### src/hdl/tbef_pkg.sv
// ----------------------------------------------------------------------------
// Three-band energy analyser package
// Shared widths, register indexes, reset values and the sequencer state type.
// ----------------------------------------------------------------------------
package tbef_pkg;

    localparam int COEFF_W     = 16;
    localparam int HOP_W       = 16;
    localparam int COUNT_W     = 48;
    localparam int SUM_W       = 64;
    localparam int CFG_INDEX_W = 8;
    localparam int CFG_DATA_W  = 16;

    // Configuration register indexes
    localparam logic [CFG_INDEX_W-1:0] CFG_LOW_COEFF    = 8'd0;
    localparam logic [CFG_INDEX_W-1:0] CFG_HIGH_COEFF   = 8'd1;
    localparam logic [CFG_INDEX_W-1:0] CFG_HOP_SAMPLES  = 8'd2;
    localparam logic [CFG_INDEX_W-1:0] CFG_CHANNEL_MODE = 8'd3;

    // Reset values of the configuration registers
    localparam logic [COEFF_W-1:0] LOW_COEFF_RST  = 16'd63695;
    localparam logic [COEFF_W-1:0] HIGH_COEFF_RST = 16'd49287;
    localparam logic [HOP_W-1:0]   HOP_RST        = 16'd5513;
    localparam logic               MODE_RST       = 1'b1;

    localparam logic MODE_LEFT    = 1'b0;
    localparam logic MODE_AVERAGE = 1'b1;

    // Band slots of the sums and levels
    localparam logic [1:0] BAND_FULL = 2'd0;
    localparam logic [1:0] BAND_LOW  = 2'd1;
    localparam logic [1:0] BAND_MID  = 2'd2;
    localparam logic [1:0] BAND_HIGH = 2'd3;

    // Filter slots
    localparam logic [1:0] FILT_LOW   = 2'd0;
    localparam logic [1:0] FILT_SPLIT = 2'd1;

    // Half of one Q0.16 unit, for round half up
    localparam int ROUND_HALF = 32768;

    typedef enum logic [3:0] {
        ST_IDLE,
        ST_FLT_MUL,
        ST_FLT_UPD,
        ST_SQ_MUL,
        ST_SQ_ACC,
        ST_COUNT,
        ST_DIV_LOAD,
        ST_DIV,
        ST_SQRT,
        ST_LEVEL,
        ST_EMIT
    } state_t;

endpackage

### src/hdl/three_band_energy_frame_analyzer_top.sv
// ----------------------------------------------------------------------------
// Three-band energy frame analyser
// Each item runs both filter updates, the four band squares and the frame
// count while in_ready is low. An item that closes a frame then runs a
// 64-step shared divide and a 32-step square root for each of the four bands
// and raises out_valid once the output is free. One item is taken at a time.
// Reset clears filters, sums, counters and out_valid and loads register defaults.
// ----------------------------------------------------------------------------
module three_band_energy_frame_analyzer_top
    import tbef_pkg::*;
#(
    parameter int SAMPLE_BITS = 24,
    parameter int LEVEL_BITS  = 16
)
(
    input  logic                          clk,
    input  logic                          rst_n,

    input  logic                          cfg_valid,
    output logic                          cfg_ready,
    input  logic [CFG_INDEX_W-1:0]        cfg_index,
    input  logic [CFG_DATA_W-1:0]         cfg_data,

    input  logic                          in_valid,
    output logic                          in_ready,
    input  logic signed [SAMPLE_BITS-1:0] sample_left,
    input  logic signed [SAMPLE_BITS-1:0] sample_right,

    output logic                          out_valid,
    input  logic                          out_ready,
    output logic [LEVEL_BITS-1:0]         rms_level,
    output logic [LEVEL_BITS-1:0]         low_level,
    output logic [LEVEL_BITS-1:0]         mid_level,
    output logic [LEVEL_BITS-1:0]         high_level,
    output logic [LEVEL_BITS-1:0]         onset_level,
    output logic [COUNT_W-1:0]            frame_start
);

    localparam int SB     = SAMPLE_BITS;
    localparam int LB     = LEVEL_BITS;
    localparam int MW     = (SB + 2 > COEFF_W + 2) ? SB + 2 : COEFF_W + 2;
    localparam int PW     = 2 * MW;
    localparam int E      = 2 * LB - 2 * (SB - 1);
    localparam int RSH    = (E < 0) ? -E : 0;
    localparam int LSH    = (E > 0) ? E : 0;
    localparam int STEP_W = $clog2(SUM_W);
    localparam int KW     = COEFF_W + 1;

    state_t state_reg, state_next;

    logic [1:0]              idx_reg, idx_next;
    logic [STEP_W-1:0]       step_reg, step_next;

    logic [COEFF_W-1:0]      low_coeff_reg, low_coeff_next;
    logic [COEFF_W-1:0]      high_coeff_reg, high_coeff_next;
    logic [HOP_W-1:0]        hop_reg, hop_next;
    logic                    mode_reg, mode_next;

    logic signed [SB-1:0]    low_flt_reg, low_flt_next;
    logic signed [SB-1:0]    spl_flt_reg, spl_flt_next;
    logic [SUM_W-1:0]        sum_reg [4];
    logic [SUM_W-1:0]        sum_next [4];
    logic [HOP_W-1:0]        frame_count_reg, frame_count_next;
    logic [COUNT_W-1:0]      total_reg, total_next;
    logic [LB-1:0]           last_rms_reg, last_rms_next;
    logic                    out_valid_reg, out_valid_next;

    logic signed [SB-1:0]    x_reg, x_next;
    logic signed [PW-1:0]    prod_reg, prod_next;
    logic [SUM_W-1:0]        q_reg, q_next;
    logic [HOP_W-1:0]        rem_reg, rem_next;
    logic [SUM_W-1:0]        nsq_reg, nsq_next;
    logic [SUM_W-1:0]        res_reg, res_next;
    logic [SUM_W-1:0]        bit_reg, bit_next;
    logic [LB-1:0]           lvl_reg [4];
    logic [LB-1:0]           lvl_next [4];
    logic [LB-1:0]           rms_out_reg, rms_out_next;
    logic [LB-1:0]           low_out_reg, low_out_next;
    logic [LB-1:0]           mid_out_reg, mid_out_next;
    logic [LB-1:0]           high_out_reg, high_out_next;
    logic [LB-1:0]           onset_out_reg, onset_out_next;
    logic [COUNT_W-1:0]      start_out_reg, start_out_next;

    // Mixing and operand selection
    logic signed [SB:0]      lr_sum;
    logic signed [SB-1:0]    mix_val;
    logic signed [SB-1:0]    flt_state;
    logic [COEFF_W-1:0]      flt_coeff;
    logic signed [SB:0]      flt_diff;
    logic [KW-1:0]           k_val;
    logic signed [SB:0]      band_val;
    logic signed [MW-1:0]    mul_a, mul_b;
    logic signed [PW-1:0]    mul_p;

    // Filter update and accumulation
    logic signed [PW-1:0]    flt_round, flt_step, flt_new;
    logic signed [SB-1:0]    flt_upd;
    logic [PW+SUM_W-1:0]     sq_wide;
    logic [SUM_W-1:0]        sq_val;
    logic [SUM_W:0]          acc_sum;
    logic [SUM_W-1:0]        acc_sat;
    logic [HOP_W-1:0]        fc_inc, hop_eff;

    // Shared subtract and compare unit
    logic [HOP_W:0]          div_shift;
    logic [SUM_W-1:0]        sub_a, sub_b;
    logic [SUM_W:0]          sub_diff;
    logic                    sub_ge;
    logic [HOP_W-1:0]        div_rem;
    logic [SUM_W-1:0]        div_q;
    logic                    mean_ovf;
    logic [SUM_W-1:0]        mean_scaled;
    logic [SUM_W-1:0]        root_res, root_rem;
    logic [LB-1:0]           level_val;
    logic                    rise;
    logic [LB-1:0]           rise_diff;
    logic [LB+2:0]           onset_x8;
    logic [LB-1:0]           onset_val;

    assign cfg_ready      = 1'b1;
    assign in_ready       = (state_reg == ST_IDLE);
    assign out_valid      = out_valid_reg;
    assign rms_level      = rms_out_reg;
    assign low_level      = low_out_reg;
    assign mid_level      = mid_out_reg;
    assign high_level     = high_out_reg;
    assign onset_level    = onset_out_reg;
    assign frame_start    = start_out_reg;

    // Mono mix: the floor of the mean is the top bits of the widened sum.
    assign lr_sum  = (SB+1)'(sample_left) + (SB+1)'(sample_right);
    assign mix_val = (mode_reg == MODE_AVERAGE) ? lr_sum[SB:1] : sample_left;

    always_comb
    begin
        flt_state = (idx_reg == FILT_SPLIT) ? spl_flt_reg : low_flt_reg;
        flt_coeff = (idx_reg == FILT_SPLIT) ? high_coeff_reg : low_coeff_reg;
        flt_diff  = (SB+1)'(x_reg) - (SB+1)'(flt_state);
        k_val     = {1'b1, {COEFF_W{1'b0}}} - {1'b0, flt_coeff};

        case (idx_reg)
            BAND_FULL: band_val = (SB+1)'(x_reg);
            BAND_LOW:  band_val = (SB+1)'(low_flt_reg);
            BAND_MID:  band_val = (SB+1)'(spl_flt_reg) - (SB+1)'(low_flt_reg);
            BAND_HIGH: band_val = (SB+1)'(x_reg) - (SB+1)'(spl_flt_reg);
            default:   band_val = (SB+1)'(x_reg);
        endcase

        if (state_reg == ST_SQ_MUL)
        begin
            mul_a = MW'(band_val);
            mul_b = MW'(band_val);
        end
        else
        begin
            mul_a = MW'(flt_diff);
            mul_b = signed'(MW'(k_val));
        end
    end

    // The one multiplier serves both filter updates and all four squares.
    assign mul_p = mul_a * mul_b;

    assign flt_round = prod_reg + PW'(ROUND_HALF);
    assign flt_step  = flt_round >>> COEFF_W;
    assign flt_new   = PW'(flt_state) + flt_step;
    assign flt_upd   = flt_new[SB-1:0];

    // A square that does not fit in the sum width counts as a full sum.
    assign sq_wide = (PW+SUM_W)'(unsigned'(prod_reg));
    assign sq_val  = (|sq_wide[PW+SUM_W-1:SUM_W]) ? '1 : sq_wide[SUM_W-1:0];
    assign acc_sum = {1'b0, sum_reg[idx_reg]} + {1'b0, sq_val};
    assign acc_sat = acc_sum[SUM_W] ? '1 : acc_sum[SUM_W-1:0];

    assign fc_inc  = (&frame_count_reg) ? frame_count_reg : frame_count_reg + 1'b1;
    assign hop_eff = (hop_reg == '0) ? HOP_W'(1) : hop_reg;

    // Restoring divide shares the subtractor with the square root.
    assign div_shift = {rem_reg, q_reg[SUM_W-1]};

    always_comb
    begin
        if (state_reg == ST_SQRT)
        begin
            sub_a = nsq_reg;
            sub_b = res_reg + bit_reg;
        end
        else
        begin
            sub_a = SUM_W'(div_shift);
            sub_b = SUM_W'(frame_count_reg);
        end
    end

    assign sub_diff = {1'b0, sub_a} - {1'b0, sub_b};
    assign sub_ge   = ~sub_diff[SUM_W];

    assign div_rem = sub_ge ? sub_diff[HOP_W-1:0] : div_shift[HOP_W-1:0];
    assign div_q   = {q_reg[SUM_W-2:0], sub_ge};

    // Scale the mean from the sample square scale to the level square scale.
    assign mean_ovf    = (LSH != 0) && ((div_q >> (SUM_W - LSH)) != '0);
    assign mean_scaled = mean_ovf ? '1 : ((div_q >> RSH) << LSH);

    assign root_res = sub_ge ? (res_reg >> 1) + bit_reg : (res_reg >> 1);
    assign root_rem = sub_ge ? sub_diff[SUM_W-1:0] : nsq_reg;

    assign level_val = (|res_reg[SUM_W-1:LB]) ? '1 : res_reg[LB-1:0];

    assign rise      = (lvl_reg[BAND_FULL] > last_rms_reg);
    assign rise_diff = lvl_reg[BAND_FULL] - last_rms_reg;
    assign onset_x8  = {rise_diff, 3'b000};
    assign onset_val = !rise ? '0 : ((|onset_x8[LB+2:LB]) ? '1 : onset_x8[LB-1:0]);

    always_comb
    begin
        state_next       = state_reg;
        idx_next         = idx_reg;
        step_next        = step_reg;
        low_coeff_next   = low_coeff_reg;
        high_coeff_next  = high_coeff_reg;
        hop_next         = hop_reg;
        mode_next        = mode_reg;
        low_flt_next     = low_flt_reg;
        spl_flt_next     = spl_flt_reg;
        sum_next         = sum_reg;
        frame_count_next = frame_count_reg;
        total_next       = total_reg;
        last_rms_next    = last_rms_reg;
        out_valid_next   = out_valid_reg && !out_ready;
        x_next           = x_reg;
        prod_next        = prod_reg;
        q_next           = q_reg;
        rem_next         = rem_reg;
        nsq_next         = nsq_reg;
        res_next         = res_reg;
        bit_next         = bit_reg;
        lvl_next         = lvl_reg;
        rms_out_next     = rms_out_reg;
        low_out_next     = low_out_reg;
        mid_out_next     = mid_out_reg;
        high_out_next    = high_out_reg;
        onset_out_next   = onset_out_reg;
        start_out_next   = start_out_reg;

        if (cfg_valid)
        begin
            case (cfg_index)
                CFG_LOW_COEFF:    low_coeff_next  = cfg_data[COEFF_W-1:0];
                CFG_HIGH_COEFF:   high_coeff_next = cfg_data[COEFF_W-1:0];
                CFG_HOP_SAMPLES:  hop_next        = cfg_data[HOP_W-1:0];
                CFG_CHANNEL_MODE: mode_next       = cfg_data[0];
                default:          ;
            endcase
        end

        case (state_reg)
            ST_IDLE:
            begin
                if (in_valid)
                begin
                    x_next     = mix_val;
                    idx_next   = FILT_LOW;
                    state_next = ST_FLT_MUL;
                end
            end
            ST_FLT_MUL:
            begin
                prod_next  = mul_p;
                state_next = ST_FLT_UPD;
            end
            ST_FLT_UPD:
            begin
                if (idx_reg == FILT_SPLIT)
                begin
                    spl_flt_next = flt_upd;
                    idx_next     = BAND_FULL;
                    state_next   = ST_SQ_MUL;
                end
                else
                begin
                    low_flt_next = flt_upd;
                    idx_next     = FILT_SPLIT;
                    state_next   = ST_FLT_MUL;
                end
            end
            ST_SQ_MUL:
            begin
                prod_next  = mul_p;
                state_next = ST_SQ_ACC;
            end
            ST_SQ_ACC:
            begin
                sum_next[idx_reg] = acc_sat;
                if (idx_reg == BAND_HIGH)
                begin
                    state_next = ST_COUNT;
                end
                else
                begin
                    idx_next   = idx_reg + 2'd1;
                    state_next = ST_SQ_MUL;
                end
            end
            ST_COUNT:
            begin
                frame_count_next = fc_inc;
                total_next       = total_reg + 1'b1;
                if (fc_inc >= hop_eff)
                begin
                    idx_next   = BAND_FULL;
                    state_next = ST_DIV_LOAD;
                end
                else
                begin
                    state_next = ST_IDLE;
                end
            end
            ST_DIV_LOAD:
            begin
                q_next     = sum_reg[idx_reg];
                rem_next   = '0;
                step_next  = '0;
                state_next = ST_DIV;
            end
            ST_DIV:
            begin
                rem_next  = div_rem;
                q_next    = div_q;
                step_next = step_reg + 1'b1;
                if (step_reg == STEP_W'(SUM_W - 1))
                begin
                    nsq_next   = mean_scaled;
                    res_next   = '0;
                    bit_next   = SUM_W'(1) << (SUM_W - 2);
                    step_next  = '0;
                    state_next = ST_SQRT;
                end
            end
            ST_SQRT:
            begin
                nsq_next  = root_rem;
                res_next  = root_res;
                bit_next  = bit_reg >> 2;
                step_next = step_reg + 1'b1;
                if (step_reg == STEP_W'(SUM_W / 2 - 1))
                begin
                    state_next = ST_LEVEL;
                end
            end
            ST_LEVEL:
            begin
                lvl_next[idx_reg] = level_val;
                if (idx_reg == BAND_HIGH)
                begin
                    state_next = ST_EMIT;
                end
                else
                begin
                    idx_next   = idx_reg + 2'd1;
                    state_next = ST_DIV_LOAD;
                end
            end
            ST_EMIT:
            begin
                // Hold the finished frame until the output register is free.
                if (!out_valid_reg || out_ready)
                begin
                    out_valid_next   = 1'b1;
                    rms_out_next     = lvl_reg[BAND_FULL];
                    low_out_next     = lvl_reg[BAND_LOW];
                    mid_out_next     = lvl_reg[BAND_MID];
                    high_out_next    = lvl_reg[BAND_HIGH];
                    onset_out_next   = onset_val;
                    start_out_next   = total_reg - COUNT_W'(frame_count_reg);
                    last_rms_next    = lvl_reg[BAND_FULL];
                    frame_count_next = '0;
                    for (int i = 0; i < 4; i++)
                    begin
                        sum_next[i] = '0;
                    end
                    state_next = ST_IDLE;
                end
            end
            default:
            begin
                state_next = ST_IDLE;
            end
        endcase
    end

    always_ff @(posedge clk or negedge rst_n)
    begin
        if (!rst_n)
        begin
            state_reg <= ST_IDLE;
        end
        else
        begin
            state_reg <= state_next;
        end
    end

    always_ff @(posedge clk or negedge rst_n)
    begin
        if (!rst_n)
        begin
            idx_reg         <= '0;
            step_reg        <= '0;
            low_coeff_reg   <= LOW_COEFF_RST;
            high_coeff_reg  <= HIGH_COEFF_RST;
            hop_reg         <= HOP_RST;
            mode_reg        <= MODE_RST;
            low_flt_reg     <= '0;
            spl_flt_reg     <= '0;
            for (int i = 0; i < 4; i++)
            begin
                sum_reg[i] <= '0;
            end
            frame_count_reg <= '0;
            total_reg       <= '0;
            last_rms_reg    <= '0;
            out_valid_reg   <= 1'b0;
        end
        else
        begin
            idx_reg         <= idx_next;
            step_reg        <= step_next;
            low_coeff_reg   <= low_coeff_next;
            high_coeff_reg  <= high_coeff_next;
            hop_reg         <= hop_next;
            mode_reg        <= mode_next;
            low_flt_reg     <= low_flt_next;
            spl_flt_reg     <= spl_flt_next;
            sum_reg         <= sum_next;
            frame_count_reg <= frame_count_next;
            total_reg       <= total_next;
            last_rms_reg    <= last_rms_next;
            out_valid_reg   <= out_valid_next;
        end
    end

    always_ff @(posedge clk)
    begin
        x_reg         <= x_next;
        prod_reg      <= prod_next;
        q_reg         <= q_next;
        rem_reg       <= rem_next;
        nsq_reg       <= nsq_next;
        res_reg       <= res_next;
        bit_reg       <= bit_next;
        lvl_reg       <= lvl_next;
        rms_out_reg   <= rms_out_next;
        low_out_reg   <= low_out_next;
        mid_out_reg   <= mid_out_next;
        high_out_reg  <= high_out_next;
        onset_out_reg <= onset_out_next;
        start_out_reg <= start_out_next;
    end

endmodule

### config.mk
export PLATFORM = sky130hd
export DESIGN_NAME = three_band_energy_frame_analyzer_top
export DESIGN_NICKNAME = d
export VERILOG_FILES = /design/src/hdl/tbef_pkg.sv /design/src/hdl/three_band_energy_frame_analyzer_top.sv
export SDC_FILE = /design/constraint.sdc
export NUM_CORES = 2
export LEC_CHECK = 0
export BUFFER_PORTS_ARGS = -buffer_cell sky130_fd_sc_hd__buf_4
export CAP_MARGIN = 15
export CORE_MARGIN = 8
export CORE_UTILIZATION = 30
export CTS_CLUSTER_SIZE = 24
export DETAILED_ROUTE_END_ITERATION = 6
export PLACE_DENSITY = 0.5
export SYNTH_ARGS = -nofsm -noshare
export SYNTH_HDL_FRONTEND = slang
export SYNTH_SLANG_ARGS = --single-unit
### constraint.sdc
create_clock -name clk -period 13.87 [get_ports clk]
set_input_delay 2.774 -clock clk [delete_from_list [all_inputs] [get_ports clk]]
set_output_delay 2.774 -clock clk [all_outputs]
set_load 0.05 [all_outputs]
==> results.md <==
- CTS tree: built
- Synth warnings: 0
- Buf+Inv Stages, Crit Path: 8
- Critical path's most frequent cell: fa_1
- Slew @ Worst Pin: 1.15 ns
- Clk buf depth: 3
- Wire per inst: around 20 um
- Share of flip-flops with an asynchronous set or reset: between 40% and 50%
- Die span in y: approximately 540 um
- #FFs+latches synth: ~950
- Fin cells: about 13000
- Most frequent cells in the layout: 1411 x nand2_1, 952 x inv_1, 700 x fa_1
- Drt via density: around 5.1
- First-pass GRT wire length: between 300000 and 400000 um
- IO buf count: 206
- Nets: roughly 10000
- Reg2reg path depth: 39
- Post-route ant nets: 0
- Slowest stage delay, CP: a little over 0.9 ns
- Hpwl dp: ~190000 um
- # rows: 193
- Max reg flops: between 200 and 300
- Post-cts resize count: 0
- Reg2reg end: prod_reg[51]
- H-tree level count: 3
- Gate Count Post-Synth: 8834
- DRC: 0
- Reg-to-Reg Start: idx_reg[1]
- Die Span X: 543 um
- Vias in the first global route: ~66000
- Via count: 64500
- EDFF count, synth: 506
- Clock Skew: 0.0739 ns
- Worst Hold Depth: 0
- Hold Path End: mid_level[8]
- CP arrival: 13.18 ns
- CP max-delay cell: o31a_1
- Period minus WS final: approximately 13 ns
- Hold wc startpoint: lvl_reg[24]
- Startpoint Class: register
- WL final: roughly 250000 um
- CP required: around 14 ns
- RSZ-0062 raised after global routing: no
- Reg clk slew, reported paths: roughly 0.06 ns
- Critical path fanouts, max: 65
- Gr ovfl total: 0
- RePlAce Congestion: 0.885
- FILL cells: between 20000 and 30000
- Crit path max-delay family: adder cells
- Synthesized area: 83300 um^2
- Share of post-route cells with drive strength above 1: between 8 and 9%
- Inst Count DP: 12400
- Critical path capture point type: register
- Starting Density: between 30 and 40%
- Total GRT Usage: ~17%
- Register area share after synthesis: about a third
- Maxcap violations: 0
- Top_reg_cell synth: edfxtp_1
- Final-report max-slew violation count: 0
- Result of the run: complete, no violations
- Top Ports: roughly 210
- Largest net degree at the start of global routing: 144
- Reg2reg setup slack: roughly 1.1 ns
- Setup CP Type: reg -> reg
- Net Count, Synth: roughly 10000
- DR iter-0 viols: roughly 4700
- Num CTS Buffers: slightly above 100
- Commonest non-fill, non-tap cell in the layout: nand2_1
- Root Buffer: clkbuf_16
- Max_slew headroom: between 20% and 30%
- Tcrit/Tclk final: approximately nine tenths
- Core Region: roughly 280000 um^2
- Endpoints failing setup: 0
- Clk_lat worst skew: ~0.75 ns
- Drt first pass iters: 5
- Layout area overhead: 11.3%
- Min-delay worst type: reg -> reg
- CTS sink cnt: between 900 and 1000
- Post-CTS Setup Bufs: 0
- Total negative setup slack: 0 ns
- Syn avg cell area: roughly 9.4 um^2
- FMAX: 78.6 MHz
- Final hold vios: 0
- Die ar.: 295000 um^2
- Hold Buf Count CTS: 0
- Count of different cell masters after synthesis: 100
- Initial antenna violation count: 5
layer usage:
| layer | routed length (um) | GRT usage, % |
|---|---|---|
| met1 | 116000 | 23.3 |
| met2 | 117000 | 28.0 |
| met3 | 14200 | 2.23 |
| met4 | 6500 | 4.40 |
| met5 | 0 | 0 |
worst reg2reg max path: cells and delay by family (launching register included):
| kind | cells | cell delay [ns] |
|---|---|---|
| compound gates | 11 | 3.69 |
| simple gates | 8 | 1.62 |
| flops | 1 | 0.40 |
| buf+inv | 8 | 1.78 |
| fa+ha+maj | 10 | 4.79 |
| xor+xnor | 2 | 0.19 |
layout make-up:
type                    count  area (um^2)  area share, %
repair buffers            317         2450           2.64
clock buffers             132         2800           3.02
well taps                3705         4640           5.00
diodes                      2         5.00        0.00540
flip-flops and latches    952        26400           28.5
clock inverters            58          800          0.862
multi-input cells        6517        52100           56.1
inverters                 955         3600           3.88
Yosys cell counts, types with 13 or more instances:
cell	number	area, um^2
dfrtp_1	422	10600
nor2b_1	112	701
nor4_1	41	257
a41oi_1	13	114
buf_1	21	78.8
and3_1	145	907
nand3_1	122	611
o21a_1	92	691
clkbuf_1	372	1400
o31ai_1	37	278
edfxtp_1	506	15200
nor3b_1	16	120
a31oi_1	86	538
o21bai_1	47	353
nand4_1	79	494
xnor2_1	289	2530
a21o_1	196	1470
ha_1	504	6310
dfstp_2	24	631
nor2_1	422	1580
and4_1	18	158
nand2b_1	102	638
and2_1	127	795
mux2i_1	39	390
o211ai_1	23	173
a211oi_1	57	428
xor2_1	181	1590
or2_2	23	144
mux2_2	102	1150
or3_1	45	282
inv_1	955	3580
a22o_1	64	561
a21boi_0	17	128
nor3_1	96	480
o21ai_1	29	145
fa_1	700	14000
o21ai_0	574	2870
mux4_2	62	1400
a31o_2	26	228
a21oi_1	413	2070
nand2_1	1414	5310
worst max path at each step:
stage | slack (ns) | endpoint | depth (start not counted) | startpoint
CTS | 1.28 | prod_reg[51] | 39 | idx_reg[1]
floorplan | 1.41 | prod_reg[48] | 49 | idx_reg[1]
detailed placement | 1.33 | prod_reg[51] | 39 | idx_reg[1]
global route | 0.50 | prod_reg[51] | 39 | idx_reg[1]
finish | 1.15 | prod_reg[51] | 39 | idx_reg[1]
global placement | 0.87 | prod_reg[51] | 40 | idx_reg[1]
per-stage QoR:
stage / utilization, % / setup WS, ns / cell area, um^2 / hold slack, ns
5_1_grt: 33.6 / 0.504 / 92800 / 0.400
6_report: 33.6 / 1.15 / 92800 / 0.395
2_1_floorplan: - / 1.41 / 83300 / 0.400
3_3_place_gp: 32.2 / 0.868 / 89100 / 0.401
3_5_place_dp: 32.3 / 1.33 / 89100 / 0.405
4_1_cts: 33.6 / 1.28 / 92700 / 0.397
logic make-up after synthesis:
kind of cell | count (synthesis) | share of synthesized area (%)
XOR/XNOR | 470 | 4.94
other | 2 | 0.00901
multiplexers | 203 | 3.52
AO/OA/AOI/OAI | 1832 | 13.8
adder cells (fa/ha/maj) | 1204 | 24.4
AND/OR/NAND/NOR | 2806 | 15.5
flip-flops | 952 | 31.7
buffers and inverters | 1365 | 6.19
Power is left out: the tool's default activity adds up to more than one toggle a clock period on the data nets, which glitch-free logic cannot reach.
